**config.mk**
```make
export PLATFORM = sky130hd
export DESIGN_NAME = fen_position_parser_flat
export DESIGN_NICKNAME = d
export VERILOG_FILES = /design/src/sv/fenp_pkg.sv /design/src/sv/fenp_char_if.sv /design/src/sv/fenp_res_if.sv /design/src/sv/fen_position_parser.sv /design/src/sv/fenp_step.sv /design/src/flat_wrapper.sv
export SDC_FILE = /design/constraint.sdc
export NUM_CORES = 1
export LEC_CHECK = 0
export BUFFER_PORTS_ARGS = -buffer_cell sky130_fd_sc_hd__buf_2
export CORE_MARGIN = 4
export CORE_UTILIZATION = 35
export CTS_BUF_LIST = sky130_fd_sc_hd__clkbuf_8
export CTS_CLUSTER_SIZE = 10
export DETAILED_ROUTE_END_ITERATION = 10
export HOLD_SLACK_MARGIN = 0.12
export MAX_ROUTING_LAYER = met4
export PLACE_DENSITY_LB_ADDON = 0.08
export SYNTH_ARGS = -nofsm -noshare
export SYNTH_HDL_FRONTEND = slang
export SYNTH_SLANG_ARGS = --single-unit
```
**constraint.sdc**
```tcl
create_clock -name clk -period 5.4 [get_ports clk]
set_input_delay 0.81 -clock clk [delete_from_list [all_inputs] [get_ports clk]]
set_output_delay 0.81 -clock clk [all_outputs]
set_load 0.02 [all_outputs]
```
**src/sv/fenp_pkg.sv**
```systemverilog
// Shared types, codes and character constants for the FEN position parser.
package fenp_pkg;

	localparam int BOARD_FILES      = 8;
	localparam int COUNTER_BITS_DEF = 16;
	localparam int OUT_CNT_W        = 16;

	// ASCII characters the parser looks for
	localparam logic [7:0] CH_SPACE = 8'h20;
	localparam logic [7:0] CH_SLASH = 8'h2F;
	localparam logic [7:0] CH_DASH  = 8'h2D;
	localparam logic [7:0] CH_0     = 8'h30;
	localparam logic [7:0] CH_1     = 8'h31;
	localparam logic [7:0] CH_3     = 8'h33;
	localparam logic [7:0] CH_6     = 8'h36;
	localparam logic [7:0] CH_9     = 8'h39;
	localparam logic [7:0] CH_LA    = 8'h61;
	localparam logic [7:0] CH_LH    = 8'h68;
	localparam logic [7:0] CH_LW    = 8'h77;
	localparam logic [7:0] CH_LB    = 8'h62;

	typedef enum logic [2:0] {
		PH_PLACE  = 3'd0,
		PH_SIDE   = 3'd1,
		PH_CASTLE = 3'd2,
		PH_EP     = 3'd3,
		PH_HALF   = 3'd4,
		PH_FULL   = 3'd5
	} fenp_phase_t;

	typedef enum logic [3:0] {
		ERR_NONE      = 4'd0,
		ERR_MANY_FILE = 4'd1,
		ERR_MISS_RANK = 4'd2,
		ERR_MISS_FILE = 4'd3,
		ERR_MANY_RANK = 4'd4,
		ERR_TWO_DIGIT = 4'd5,
		ERR_PIECE     = 4'd6,
		ERR_END       = 4'd7,
		ERR_SIDE      = 4'd8,
		ERR_CASTLE    = 4'd9,
		ERR_EP        = 4'd10,
		ERR_HALF      = 4'd11,
		ERR_FULL      = 4'd12
	} fenp_err_t;

	// castling order tracker: 0 nothing yet, 1..4 next allowed letter
	localparam logic [2:0] CO_NONE    = 3'd0;
	localparam logic [2:0] CO_DASH    = 3'd5;
	localparam logic [2:0] CO_INVALID = 3'd6;

	// en passant field steps
	localparam logic [1:0] EP_FILE = 2'd0;
	localparam logic [1:0] EP_RANK = 2'd1;

	typedef struct packed {
		fenp_phase_t phase;
		logic [3:0]  rank;
		logic [4:0]  file;
		logic        digit_last;
		logic [1:0]  sub;
		logic        side;
		logic [3:0]  cmask;
		logic [2:0]  corder;
		logic [6:0]  ep;
		fenp_err_t   err;
	} fenp_ctl_t;

	typedef struct packed {
		logic        square_write;
		logic [5:0]  square_index;
		logic [3:0]  piece_code;
		logic        done_res;
		logic [3:0]  error_code;
		logic        black_to_move;
		logic [3:0]  castle_rights;
		logic        en_passant_valid;
		logic [5:0]  en_passant_square;
		logic [15:0] half_moves;
		logic [15:0] full_moves;
	} fenp_res_t;

	function automatic logic [3:0] piece_of(input logic [7:0] c);
		logic [3:0] p;
		unique case (c)
			8'h50: p = 4'd1;  // P
			8'h4E: p = 4'd2;  // N
			8'h42: p = 4'd3;  // B
			8'h52: p = 4'd4;  // R
			8'h51: p = 4'd5;  // Q
			8'h4B: p = 4'd6;  // K
			8'h70: p = 4'd7;  // p
			8'h6E: p = 4'd8;  // n
			8'h62: p = 4'd9;  // b
			8'h72: p = 4'd10; // r
			8'h71: p = 4'd11; // q
			8'h6B: p = 4'd12; // k
			default: p = 4'd0;
		endcase
		return p;
	endfunction

	// castling letter: {hit, index}, order K Q k q
	function automatic logic [2:0] castle_of(input logic [7:0] c);
		logic [2:0] r;
		unique case (c)
			8'h4B: r = 3'b100;
			8'h51: r = 3'b101;
			8'h6B: r = 3'b110;
			8'h71: r = 3'b111;
			default: r = 3'b000;
		endcase
		return r;
	endfunction

endpackage

```
**src/sv/fenp_char_if.sv**
```systemverilog
// Character input channel: valid/ready with one byte and an end flag.
interface fenp_char_if;
	logic       valid;
	logic       ready;
	logic [7:0] char_byte;
	logic       last_byte;

	modport source (output valid, output char_byte, output last_byte, input ready);
	modport sink   (input valid, input char_byte, input last_byte, output ready);
endinterface

```
**src/sv/fenp_res_if.sv**
```systemverilog
// Result channel: valid/ready with square write and position summary fields.
interface fenp_res_if;
	logic        valid;
	logic        ready;
	logic        square_write;
	logic [5:0]  square_index;
	logic [3:0]  piece_code;
	logic        done_res;
	logic [3:0]  error_code;
	logic        black_to_move;
	logic [3:0]  castle_rights;
	logic        en_passant_valid;
	logic [5:0]  en_passant_square;
	logic [15:0] half_moves;
	logic [15:0] full_moves;

	modport source (output valid, input ready, output square_write, output square_index,
		output piece_code, output done_res, output error_code, output black_to_move,
		output castle_rights, output en_passant_valid, output en_passant_square,
		output half_moves, output full_moves);
	modport sink (input valid, output ready, input square_write, input square_index,
		input piece_code, input done_res, input error_code, input black_to_move,
		input castle_rights, input en_passant_valid, input en_passant_square,
		input half_moves, input full_moves);
endinterface

```
**src/sv/fen_position_parser.sv**
```systemverilog
// FEN position parser top level: input register, parse step, result register.
// Throughput: 1 character per cycle while the result register is not stalled;
// one result item per character, every time.
// The parse state is updated as an item moves from the input register to the
// result register; that single step is what sets the rate.
// Reset (arst_n low, asynchronous): both registers empty, parse state cleared.
module fen_position_parser #(
	parameter int COUNTER_BITS = fenp_pkg::COUNTER_BITS_DEF
) (
	input logic          clk,
	input logic          arst_n,
	fenp_char_if.sink    fen,
	fenp_res_if.source   res
);

	// input register
	logic                valid_s1;
	logic [7:0]          char_s1;
	logic                last_s1;

	// result register
	logic                valid_s2;
	fenp_pkg::fenp_res_t res_s2;

	// parse state
	fenp_pkg::fenp_ctl_t ctl_q;
	logic [COUNTER_BITS-1:0] half_q;
	logic [COUNTER_BITS-1:0] full_q;

	fenp_pkg::fenp_ctl_t ctl_nx;
	logic [COUNTER_BITS-1:0] half_nx;
	logic [COUNTER_BITS-1:0] full_nx;
	fenp_pkg::fenp_res_t res_nx;

	logic adv;   // item in s1 moves into the result register

	// s1 moves on when the result register is empty or being drained
	assign adv       = valid_s1 && (!valid_s2 || res.ready);
	assign fen.ready = !valid_s1 || adv;

	fenp_step #(
		.CNT_W (COUNTER_BITS)
	) u_step (
		.ctl       (ctl_q),
		.half      (half_q),
		.full      (full_q),
		.char_byte (char_s1),
		.last_byte (last_s1),
		.ctl_nx    (ctl_nx),
		.half_nx   (half_nx),
		.full_nx   (full_nx),
		.res       (res_nx)
	);

	always_ff @(posedge clk or negedge arst_n) begin
		if (!arst_n) begin
			valid_s1 <= 1'b0;
		end else if (fen.ready) begin
			valid_s1 <= fen.valid;
		end
	end

	always_ff @(posedge clk) begin
		if (fen.ready && fen.valid) begin
			char_s1 <= fen.char_byte;
			last_s1 <= fen.last_byte;
		end
	end

	// parse state only advances with an item; end of string clears it
	always_ff @(posedge clk or negedge arst_n) begin
		if (!arst_n) begin
			ctl_q  <= '0;
			half_q <= '0;
			full_q <= '0;
		end else if (adv) begin
			ctl_q  <= ctl_nx;
			half_q <= half_nx;
			full_q <= full_nx;
		end
	end

	always_ff @(posedge clk or negedge arst_n) begin
		if (!arst_n) begin
			valid_s2 <= 1'b0;
		end else if (adv) begin
			valid_s2 <= 1'b1;
		end else if (res.ready) begin
			valid_s2 <= 1'b0;
		end
	end

	always_ff @(posedge clk) begin
		if (adv) begin
			res_s2 <= res_nx;
		end
	end

	assign res.valid             = valid_s2;
	assign res.square_write      = res_s2.square_write;
	assign res.square_index      = res_s2.square_index;
	assign res.piece_code        = res_s2.piece_code;
	assign res.done_res          = res_s2.done_res;
	assign res.error_code        = res_s2.error_code;
	assign res.black_to_move     = res_s2.black_to_move;
	assign res.castle_rights     = res_s2.castle_rights;
	assign res.en_passant_valid  = res_s2.en_passant_valid;
	assign res.en_passant_square = res_s2.en_passant_square;
	assign res.half_moves        = res_s2.half_moves;
	assign res.full_moves        = res_s2.full_moves;

	// the end of a string leaves the parser in its reset state
	a_end_clears: assert property (@(posedge clk) disable iff (!arst_n)
		adv && last_s1 |=> ctl_q == '0 && half_q == '0 && full_q == '0)
		else $error("parse state not cleared after final item");

	// input only stalls behind a full, stalled result register
	a_stall_cause: assert property (@(posedge clk) disable iff (!arst_n)
		!fen.ready |-> valid_s1 && valid_s2 && !res.ready)
		else $error("input stalled without output back-pressure");

	// a square write always carries a piece
	a_write_piece: assert property (@(posedge clk) disable iff (!arst_n)
		valid_s2 && res_s2.square_write |-> res_s2.piece_code != 4'd0)
		else $error("square write with no piece");

	// summary fields are zero unless the string parsed cleanly
	a_summary_gated: assert property (@(posedge clk) disable iff (!arst_n)
		valid_s2 && (!res_s2.done_res || res_s2.error_code != fenp_pkg::ERR_NONE)
		|-> res_s2.half_moves == '0 && res_s2.castle_rights == '0)
		else $error("summary fields set on error or mid-string");

endmodule

```
**src/sv/fenp_step.sv**
```systemverilog
// Next-state and result logic for one FEN character.
module fenp_step #(
	parameter int CNT_W = fenp_pkg::COUNTER_BITS_DEF
) (
	input  fenp_pkg::fenp_ctl_t ctl,
	input  logic [CNT_W-1:0]    half,
	input  logic [CNT_W-1:0]    full,
	input  logic [7:0]          char_byte,
	input  logic                last_byte,
	output fenp_pkg::fenp_ctl_t ctl_nx,
	output logic [CNT_W-1:0]    half_nx,
	output logic [CNT_W-1:0]    full_nx,
	output fenp_pkg::fenp_res_t res
);

	localparam logic [4:0] FILES5 = 5'(fenp_pkg::BOARD_FILES);
	localparam logic [3:0] LAST_RANK = 4'(fenp_pkg::BOARD_FILES - 1);

	// v*10 + d, saturating at all ones
	function automatic logic [CNT_W-1:0] add_digit(input logic [CNT_W-1:0] v,
		input logic [3:0] d);
		logic [CNT_W+3:0] n;
		n = ({4'b0, v} << 3) + ({4'b0, v} << 1) + (CNT_W+4)'(d);
		return (n > {4'b0, {CNT_W{1'b1}}}) ? {CNT_W{1'b1}} : n[CNT_W-1:0];
	endfunction

	fenp_pkg::fenp_ctl_t   st;
	fenp_pkg::fenp_err_t   flag;
	fenp_pkg::fenp_err_t   fin;
	logic                  is_digit;
	logic [3:0]            dval;
	logic [3:0]            piece;
	logic [2:0]            cl;
	logic [4:0]            file_sum;
	logic                  wr;
	logic [5:0]            wr_idx;
	logic [CNT_W-1:0]      h;
	logic [CNT_W-1:0]      f;

	always_comb begin
		st       = ctl;
		h        = half;
		f        = full;
		flag     = fenp_pkg::ERR_NONE;
		is_digit = (char_byte >= fenp_pkg::CH_0) && (char_byte <= fenp_pkg::CH_9);
		dval     = 4'(char_byte - fenp_pkg::CH_0);
		piece    = fenp_pkg::piece_of(char_byte);
		cl       = fenp_pkg::castle_of(char_byte);
		file_sum = ctl.file + 5'(dval);
		wr       = 1'b0;
		wr_idx   = {~ctl.rank[2:0], ctl.file[2:0]};

		if (ctl.err == fenp_pkg::ERR_NONE) begin
			unique case (ctl.phase)
				fenp_pkg::PH_PLACE: begin
					if (char_byte == fenp_pkg::CH_SPACE) begin
						if (ctl.rank != LAST_RANK) flag = fenp_pkg::ERR_MISS_RANK;
						else if (ctl.file != FILES5) flag = fenp_pkg::ERR_MISS_FILE;
						else begin
							st.phase = fenp_pkg::PH_SIDE;
							st.sub   = 2'd0;
						end
					end else if (char_byte == fenp_pkg::CH_SLASH) begin
						if (ctl.file != FILES5) flag = fenp_pkg::ERR_MISS_FILE;
						else begin
							st.rank       = ctl.rank + 4'd1;
							st.file       = 5'd0;
							st.digit_last = 1'b0;
							if (ctl.rank >= LAST_RANK) flag = fenp_pkg::ERR_MANY_RANK;
						end
					end else if (is_digit) begin
						if (ctl.digit_last) flag = fenp_pkg::ERR_TWO_DIGIT;
						else begin
							st.digit_last = 1'b1;
							st.file       = file_sum;
							if (file_sum > FILES5) flag = fenp_pkg::ERR_MANY_FILE;
						end
					end else if (piece == 4'd0) begin
						flag = fenp_pkg::ERR_PIECE;
					end else begin
						wr            = (ctl.file < FILES5) && (ctl.rank <= LAST_RANK);
						st.file       = ctl.file + 5'd1;
						st.digit_last = 1'b0;
						if (ctl.file + 5'd1 > FILES5) flag = fenp_pkg::ERR_MANY_FILE;
					end
				end
				fenp_pkg::PH_SIDE: begin
					if (ctl.sub == 2'd0) begin
						if (char_byte == fenp_pkg::CH_LW || char_byte == fenp_pkg::CH_LB) begin
							st.side = (char_byte == fenp_pkg::CH_LB);
							st.sub  = 2'd1;
						end else flag = fenp_pkg::ERR_SIDE;
					end else if (char_byte == fenp_pkg::CH_SPACE) begin
						st.phase = fenp_pkg::PH_CASTLE;
						st.sub   = 2'd0;
					end else flag = fenp_pkg::ERR_SIDE;
				end
				fenp_pkg::PH_CASTLE: begin
					if (char_byte == fenp_pkg::CH_SPACE) begin
						if (ctl.corder == fenp_pkg::CO_NONE || ctl.corder == fenp_pkg::CO_INVALID)
							flag = fenp_pkg::ERR_CASTLE;
						else begin
							st.phase = fenp_pkg::PH_EP;
							st.sub   = 2'd0;
						end
					end else if (ctl.corder == fenp_pkg::CO_INVALID) begin
						st.corder = ctl.corder;
					end else if (char_byte == fenp_pkg::CH_DASH) begin
						st.corder = (ctl.corder == fenp_pkg::CO_NONE) ? fenp_pkg::CO_DASH
							: fenp_pkg::CO_INVALID;
					end else if (cl[2] && ctl.corder <= {1'b0, cl[1:0]}) begin
						st.cmask[cl[1:0]] = 1'b1;
						st.corder         = {1'b0, cl[1:0]} + 3'd1;
					end else begin
						st.corder = fenp_pkg::CO_INVALID;
					end
				end
				fenp_pkg::PH_EP: begin
					if (ctl.sub == fenp_pkg::EP_FILE) begin
						if (char_byte == fenp_pkg::CH_DASH) begin
							st.ep  = 7'd0;
							st.sub = 2'd2;
						end else if (char_byte >= fenp_pkg::CH_LA
							&& char_byte <= fenp_pkg::CH_LH) begin
							st.ep  = 7'(char_byte - fenp_pkg::CH_LA);
							st.sub = fenp_pkg::EP_RANK;
						end else flag = fenp_pkg::ERR_EP;
					end else if (ctl.sub == fenp_pkg::EP_RANK) begin
						if (char_byte != (ctl.side ? fenp_pkg::CH_3 : fenp_pkg::CH_6))
							flag = fenp_pkg::ERR_EP;
						else begin
							st.ep  = {1'b1, 3'(char_byte - fenp_pkg::CH_1), ctl.ep[2:0]};
							st.sub = 2'd2;
						end
					end else begin
						// separator after the square, taken unchecked
						st.phase = fenp_pkg::PH_HALF;
						st.sub   = 2'd0;
					end
				end
				fenp_pkg::PH_HALF: begin
					if (char_byte == fenp_pkg::CH_SPACE) begin
						if (ctl.sub == 2'd0) flag = fenp_pkg::ERR_HALF;
						else begin
							st.phase = fenp_pkg::PH_FULL;
							st.sub   = 2'd0;
						end
					end else if (is_digit) begin
						h      = add_digit(half, dval);
						st.sub = 2'd1;
					end else flag = fenp_pkg::ERR_HALF;
				end
				fenp_pkg::PH_FULL: begin
					if (is_digit) begin
						f      = add_digit(full, dval);
						st.sub = 2'd1;
					end else flag = fenp_pkg::ERR_FULL;
				end
				default: st.phase = ctl.phase;
			endcase
		end
		if (flag != fenp_pkg::ERR_NONE) st.err = flag;

		// error seen at end of string, by where parsing stopped
		unique case (st.phase)
			fenp_pkg::PH_SIDE: fin = (st.sub == 2'd0) ? fenp_pkg::ERR_END : fenp_pkg::ERR_SIDE;
			fenp_pkg::PH_EP:   fin = (st.sub == 2'd0) ? fenp_pkg::ERR_EP : fenp_pkg::ERR_END;
			fenp_pkg::PH_HALF: fin = (st.sub == 2'd0) ? fenp_pkg::ERR_END : fenp_pkg::ERR_HALF;
			fenp_pkg::PH_FULL: fin = (st.sub == 2'd0) ? fenp_pkg::ERR_END : fenp_pkg::ERR_NONE;
			default:           fin = fenp_pkg::ERR_END;
		endcase
		if (st.err != fenp_pkg::ERR_NONE) fin = st.err;

		res                   = '0;
		res.square_write      = wr;
		res.square_index      = wr ? wr_idx : 6'd0;
		res.piece_code        = wr ? piece : 4'd0;
		res.done_res          = last_byte;
		if (last_byte) begin
			res.error_code = fin;
			if (fin == fenp_pkg::ERR_NONE) begin
				res.black_to_move     = st.side;
				res.castle_rights     = st.cmask;
				res.en_passant_valid  = st.ep[6];
				res.en_passant_square = st.ep[5:0];
				res.half_moves        = fenp_pkg::OUT_CNT_W'(h);
				res.full_moves        = fenp_pkg::OUT_CNT_W'(f);
			end
		end

		if (last_byte) begin
			ctl_nx  = '0;
			half_nx = '0;
			full_nx = '0;
		end else begin
			ctl_nx  = st;
			half_nx = h;
			full_nx = f;
		end
	end

endmodule

```
**src/flat_wrapper.sv**
```systemverilog
// flat-port wrapper written by rule: the top's interface ports become plain ports
module fen_position_parser_flat 
#(
	parameter int COUNTER_BITS = fenp_pkg::COUNTER_BITS_DEF
)
  (clk, arst_n, fen_valid, fen_char_byte, fen_last_byte, fen_ready, res_valid, res_ready, res_square_write, res_square_index, res_piece_code, res_done_res, res_error_code, res_black_to_move, res_castle_rights, res_en_passant_valid, res_en_passant_square, res_half_moves, res_full_moves);
  fenp_char_if fen_i ();
  fenp_res_if res_i ();
  input logic clk;
  input logic arst_n;
  input wire logic [$bits(fen_i.valid)-1:0] fen_valid;
  input wire logic [$bits(fen_i.char_byte)-1:0] fen_char_byte;
  input wire logic [$bits(fen_i.last_byte)-1:0] fen_last_byte;
  output wire logic [$bits(fen_i.ready)-1:0] fen_ready;
  output wire logic [$bits(res_i.valid)-1:0] res_valid;
  input wire logic [$bits(res_i.ready)-1:0] res_ready;
  output wire logic [$bits(res_i.square_write)-1:0] res_square_write;
  output wire logic [$bits(res_i.square_index)-1:0] res_square_index;
  output wire logic [$bits(res_i.piece_code)-1:0] res_piece_code;
  output wire logic [$bits(res_i.done_res)-1:0] res_done_res;
  output wire logic [$bits(res_i.error_code)-1:0] res_error_code;
  output wire logic [$bits(res_i.black_to_move)-1:0] res_black_to_move;
  output wire logic [$bits(res_i.castle_rights)-1:0] res_castle_rights;
  output wire logic [$bits(res_i.en_passant_valid)-1:0] res_en_passant_valid;
  output wire logic [$bits(res_i.en_passant_square)-1:0] res_en_passant_square;
  output wire logic [$bits(res_i.half_moves)-1:0] res_half_moves;
  output wire logic [$bits(res_i.full_moves)-1:0] res_full_moves;
  assign fen_i.valid = fen_valid;
  assign fen_i.char_byte = fen_char_byte;
  assign fen_i.last_byte = fen_last_byte;
  assign fen_ready = fen_i.ready;
  assign res_valid = res_i.valid;
  assign res_i.ready = res_ready;
  assign res_square_write = res_i.square_write;
  assign res_square_index = res_i.square_index;
  assign res_piece_code = res_i.piece_code;
  assign res_done_res = res_i.done_res;
  assign res_error_code = res_i.error_code;
  assign res_black_to_move = res_i.black_to_move;
  assign res_castle_rights = res_i.castle_rights;
  assign res_en_passant_valid = res_i.en_passant_valid;
  assign res_en_passant_square = res_i.en_passant_square;
  assign res_half_moves = res_i.half_moves;
  assign res_full_moves = res_i.full_moves;
  fen_position_parser #(.COUNTER_BITS(COUNTER_BITS)) u_core (.clk(clk), .arst_n(arst_n), .fen(fen_i), .res(res_i));
endmodule
```
Word-level counts from Yosys, hierarchy flattened:

Index checks and enable logic that the tools add are counted.

* register bits: 137
* input port bits: 13
* output and inout port bits: 62
* logic and storage cells: 236

* add/sub/neg operators: 11
* order comparisons: 14
* eq/ne operators: 36
* mux-type cells: 114
* bitwise gates (word level): 2
* reductions and logical operators: 32

Operators by type and width (number)
* 2-to-1 mux 16 bit: 11
* 2-to-1 mux 4 bit: 29
* == test 8 x 7 -> 1 bit (second input constant): 13
* 2-to-1 mux 3 bit: 20
* 2-to-1 mux 7 bit: 8
* one-hot mux 4 bit (12 select lines): 1
* adder 19 x 17 -> 20 bit: 2
* adder 20 x 4 -> 20 bit: 2
* greater-than comparator 20 x 16 -> 1 bit (second input constant): 2
* 2-to-1 mux 2 bit: 17
* 2-to-1 mux 34 bit: 1
* 2-to-1 mux 10 bit: 3
* 2-to-1 mux 30 bit: 1
* == test 8 x 6 -> 1 bit (second input constant): 3
* 2-to-1 mux 6 bit: 4
* one-hot mux 4 bit (6 select lines): 1
* one-hot mux 4 bit (4 select lines): 1
* == test 3 bit (second input constant): 5
* one-hot mux 3 bit (5 select lines): 1
* 2-to-1 mux 1 bit: 13
* zero test 4 bit: 3
* inequality test 4 x 3 -> 1 bit (second input constant): 3
* one-hot mux 2 bit (6 select lines): 1
* one-hot mux 3 bit (4 select lines): 1
* 39 further kinds: 63

Logic depth before layout (Yosys ltp):

* word-level depth: 19
* gate-level depth with buffers: 14
* depth with buffers taken out: 13

By module:

Synthesis repeated with hierarchy kept, for this count alone.

* cells, all modules: 983
* area total of the unflattened synthesis: 9723.1 um2

By module, submodules not included
* fenp_step: times used 1, cells an instance 766, area an instance 4987.3 um2, seq. area each 0.0 um2
* fen_position_parser: times used 1, cells an instance 217, area an instance 4735.8 um2, seq. area each 3773.6 um2

Least setup slack after synthesis:

OpenSTA, ideal clock, no wires.

* kind: register to register
* from: register u_core.char_s1[0]
* to: register u_core.res_s2, in the netlist u_core.res.full_moves[5] (data pin)
* library setup time: 0.299 ns
* data arrival time: 3.807 ns
* required time: 5.101 ns
* path slack: 1.294 ns
* stages on the path, launching flop included: 12
* path buffers: 1
* clock period less this slack: 4.106 ns
* path through: edfxtp_1 -> inv_1 -> ha_1 -> or3b_2 -> or4b_1 -> a2111o_1 -> a221o_1 -> o21bai_1 -> o21ai_1 -> o41ai_4 -> buf_4 -> a2111oi_2

* word-level cells in the longest chain between the ends: 16
* elaborated cells on any way between the ends: 91
* classes of those cells: add/sub (3); order compare (6); eq/ne (21); mux (52); reduce/logical (9)

RTL lines
* start, declared: RTL line fen_position_parser.sv:18 `logic [7:0] char_s1;`
* start signal, assigned: RTL line fen_position_parser.sv:65 `char_s1 <= fen.char_byte;`
* subtractor 4 x 1 -> 4 bit: RTL line fenp_step.sv:46 `dval = 4'(char_byte - fenp_pkg::CH_0);`
* adder 5 x 4 -> 5 bit: RTL line fenp_step.sv:49 `file_sum = ctl.file + 5'(dval);`
* greater-than comparator 5 x 4 -> 1 bit: RTL line fenp_step.sv:76 `if (file_sum > FILES5) flag = fenp_pkg::ERR_MANY_FILE;`
* 2-to-1 mux 1 bit: RTL line fenp_step.sv:76
* 2-to-1 mux 3 bit: RTL line fenp_step.sv:72 `if (ctl.digit_last) flag = fenp_pkg::ERR_TWO_DIGIT;`
* 2-to-1 mux 4 bit: RTL line fenp_step.sv:71 `end else if (is_digit) begin`
* 2-to-1 mux 4 bit: RTL line fenp_step.sv:63 `end else if (char_byte == fenp_pkg::CH_SLASH) begin`
* 2-to-1 mux 4 bit: RTL line fenp_step.sv:56 `if (char_byte == fenp_pkg::CH_SPACE) begin`
* one-hot mux 4 bit (6 select lines): RTL line fenp_step.sv:54 `unique case (ctl.phase)`
* 2-to-1 mux 4 bit: RTL line fenp_step.sv:53 `if (ctl.err == fenp_pkg::ERR_NONE) begin`
* nonzero test 4 bit: RTL line fenp_step.sv:162 `if (flag != fenp_pkg::ERR_NONE) st.err = flag;`
* 2-to-1 mux 4 bit: RTL line fenp_step.sv:162
* nonzero test 4 bit: RTL line fenp_step.sv:172 `if (st.err != fenp_pkg::ERR_NONE) fin = st.err;`
* 2-to-1 mux 4 bit: RTL line fenp_step.sv:172
* zero test 4 bit: RTL line fenp_step.sv:181 `if (fin == fenp_pkg::ERR_NONE) begin`
* AND reduction 2 bit (no source line)
* end signal, assigned: RTL line fen_position_parser.sv:95 `res_s2 <= res_nx;`
* end, declared: RTL line fen_position_parser.sv:23 `fenp_pkg::fenp_res_t res_s2;`

Parallel ways exist; a longest one is shown, timed or not. The select of a mux whose other input is x is not followed.
A chain may end at the register's enable or synchronous reset.

Final worst setup path:

* from: register u_core.char_s1[0]
* to: register u_core.res_s2, in the netlist u_core.res.half_moves[6] (data pin)

The elaborated chain is that of the path after synthesis.

==> impl_metrics.yaml <==
worst_setup_path:
  critPathLaunchType: "flip-flop"
  slowest_delay_ps: 610
  r2r_end: "u_core.res.half_moves[6]"
  arrival_ps: 5040
  crit_family: "simple AND/OR/NAND/NOR gates"
  crit_chain: "inv_1 > ha_1 > or3b_2 > or4b_1 > a2111o_1 > a221o_1 > nor4_2 > o21bai_1 > a211o_2 > buf_4 > nor4_1"
  rr_startpoint: "u_core.char_s1[0]"
  crit_type: "flip-flop to flip-flop"
  reg2reg_slack_ps: 530
  end_kind: "flip-flop"
  r2r_cells: 11
  cp_max_fo: 28
  worstPathRequired_ps: 5570
  path_buf_inv: 2
  crit_slowest_cell: "a211o_2"
timing:
  fin_skew_ps: 13.21
  holdWs_ps: 487.4
  finalHoldViolations: 0
  tightest_slew_ps: 1091
  slew_violations: 0
  setup-violations-final: 0
  fin_crit_ps: 4868
  fin_crit_sh_pct: 90.15
  grt_setup_unrepaired: "no"
  maxSlewHeadroom_pct: 26.89
  tns_ps: 0
  max_freq_ghz: 0.2054
pwr:
  peakVddDrop_mv: 0.2195
  p_leak_nw: 4.386
  powerDensity_mw_per_mm2: 317.7
  total_power_mw: 3.262
global_route:
  grt_pass1_vias: 7329
  grt_use_total_pct: 18.46
  grt_first_pass_wirelength_um: 41390
  grt_antenna_before_repair: 0
  grt-ovfl-total: 0
  grt_max_degree: 69
floorplanning:
  start_util_pct: 35.85
  die_h_um: 169.3
  fp-row-count: 58
  core_area_mm2: 0.02540
  die_width_um: 169.3
  ios: 75
  die-area_mm2: 0.02866
routing:
  drt_pass1_iterations: 5
  drtIter0Drc: 537
  vias_per_cell: 5.613
  drc: 0
  antenna_left: 0
  via_count: 7482
  wl_um: 25460
  wl_per_cell_um: 19.10
placed_design:
  dp_hpwl_um: 17760
  port_buffers: 74
  dpl_cell_area_mm2: 0.009836
  dp.cells: 1301
  place_congestion: 0.8384
cts:
  cts.sinks: 137
  cts_setup_buffers: 0
  cts.htree.levels: 4
  cts_hold_buf: 0
  clk_latency_ps: 460
  ctsResizeCount: 0
  cts.reportedPaths.clkPinSlew_ps: 80
  root_buffer: "clkbuf_8"
  cts_tree: "done"
  cts_buffers: 17
  clock_path_buffers: 2
synthesis:
  ys_dominant_reg_cell: "edfxtp_1"
  synthesis.area_mm2: 0.009105
  syn_area_per_cell_um2: 9.854
  netlist_instances: 924
  yosysWarnings: 0
  async_flop_share_pct: 49.64
  synthTopCellsByArea: "edfxtp_1, dfrtp_1, ha_1"
  ys_seq_elements: 137
  netlist.area_leader.share_pct: 22.76
  seq_area_frac_synth_pct: 41.45
  yosysTopAreaCell: "edfxtp_1"
  synth_edf_count: 69
  synth.distinct_cells: 80
  syn_nets: 1023
layout:
  nNetsFinal: 1089
  fin_cells: 1333
  synthToLayoutAreaGrowth_pct: 12.77
  diodes: 0
  fillers: 2582
  design_area_mm2: 0.01027
  drive_above_1_share_pct: 15.95
worst_hold_path:
  hold_class: "input port to asynchronous set/reset pin"
job:
  cap_violations: 0
status:
  status: "finished clean"
## cell usage in the layout (no fill, tap or decap), types with 7 or more instances in the layout
cell type | Yosys | routed
o31ai_1 | 7 | 7
or4_1 | 7 | 7
dfrtp_1 | 68 | 68
and3_1 | 8 | 8
o21a_1 | 8 | 8
a21oi_1 | 67 | 67
o21bai_1 | 7 | 7
xor2_1 | 14 | 14
nor2_1 | 73 | 73
nand2_1 | 56 | 55
o211ai_1 | 9 | 9
nor2b_1 | 7 | 7
a31oi_1 | 20 | 20
nor4_1 | 35 | 35
xnor2_1 | 17 | 17
o21ai_0 | 80 | 80
a21o_1 | 13 | 13
buf_4 | 11 | 24
nand2b_1 | 17 | 17
clkbuf_8 | 0 | 17
nand3b_1 | 11 | 11
edfxtp_1 | 69 | 69
and2_1 | 9 | 9
nand3_1 | 13 | 13
a2111oi_2 | 11 | 11
ha_1 | 81 | 81
nor3_1 | 25 | 24
inv_1 | 31 | 32
buf_2 | 7 | 73
## layer usage
metal  vias up  routed length (um)  GRT usage, %
li1       3647                   -             -
met1      3673               12940         26.65
met2       141               11360         27.42
met3        21                 829         2.935
met4         0                 334         4.165
met5         -                   0             -
## where the power goes
part	internal, mW	leakage (nW)	total [mW]	switching, mW
Combinational	0.286	2.55	1.04	0.751
Clock	0.505	0.208	0.963	0.458
Sequential	1.19	1.63	1.26	0.0689
Total	1.98	4.39	3.26	1.28
## through the flow
stage / setup slack, ps / util [%]
after floorplan: 1294 / -
after global placement: 711.0 / 38.72
after detailed placement: 576.2 / 38.72
after CTS: 547.4 / 40.42
after global routing: 289.6 / 40.42
final: 531.7 / 40.42
## cell usage after synthesis, drive strengths merged, types with 19 or more instances
| master | n |
|---|---|
| a21oi | 67 |
| nor3 | 25 |
| a31oi | 20 |
| o21ai | 81 |
| a2111oi | 19 |
| buf | 20 |
| nor4 | 36 |
| inv | 31 |
| nand2 | 56 |
| ha | 81 |
| dfrtp | 68 |
| clkbuf | 30 |
| nor2 | 73 |
| edfxtp | 69 |
## cell type report
| cell class | count | area [um2] | share of cell area, % |
|---|---|---|---|
| clock buffers | 17 | 234.0 | 2.279 |
| inverters | 32 | 121.4 | 1.182 |
| multi-input cells | 705 | 4982 | 48.53 |
| clock inverters | 15 | 197.7 | 1.925 |
| repair buffers | 97 | 545.5 | 5.313 |
| flip-flops and latches | 137 | 3774 | 36.75 |
| well taps | 330 | 412.9 | 4.021 |
## logic make-up (layout without fill, tap and decap cells)
logic type | count (synthesis) | in the layout | share of synthesized area (%)
flops | 137 | 137 | 41.45
buf+inv | 82 | 161 | 4.013
fa+ha+maj | 86 | 86 | 12.23
compound gates | 287 | 287 | 21.62
mux | 3 | 3 | 0.3573
xor+xnor | 31 | 31 | 2.982
simple gates | 298 | 298 | 17.36
## worst max path at each step
stage	startpoint	to	slack [ps]	cells after the start
after floorplan	u_core.char_s1[0]	u_core.res.full_moves[5]	1290	11
after global placement	u_core.char_s1[0]	u_core.res.half_moves[6]	710	11
after detailed placement	u_core.char_s1[0]	u_core.res.half_moves[6]	580	11
after CTS	u_core.char_s1[0]	u_core.res.half_moves[6]	550	11
after global routing	u_core.char_s1[0]	u_core.res.half_moves[6]	290	11
final	u_core.char_s1[0]	u_core.res.half_moves[6]	530	11
## state kept, by name, summed over array words and instances, names as in the netlist, 4 cells and up
name,flops
u_core.char_s1,8
u_core.ctl_q,34
u_core.full_q,16
u_core.half_q,16
u_core.res.castle_rights,4
u_core.res.en_passant_square,6
u_core.res.error_code,4
u_core.res.full_moves,16
u_core.res.half_moves,16
u_core.res.piece_code,4
u_core.res.square_index,6
## worst register-to-register path, cell delays in order, from the launching register on
cell and delay, ps:
edfxtp_1 390, inv_1 260, ha_1 300, or3b_2 540
or4b_1 590, a2111o_1 480, a221o_1 340, nor4_2 430
o21bai_1 180, a211o_2 610, buf_4 390, nor4_1 100
(Power assumes the default switching activity.)
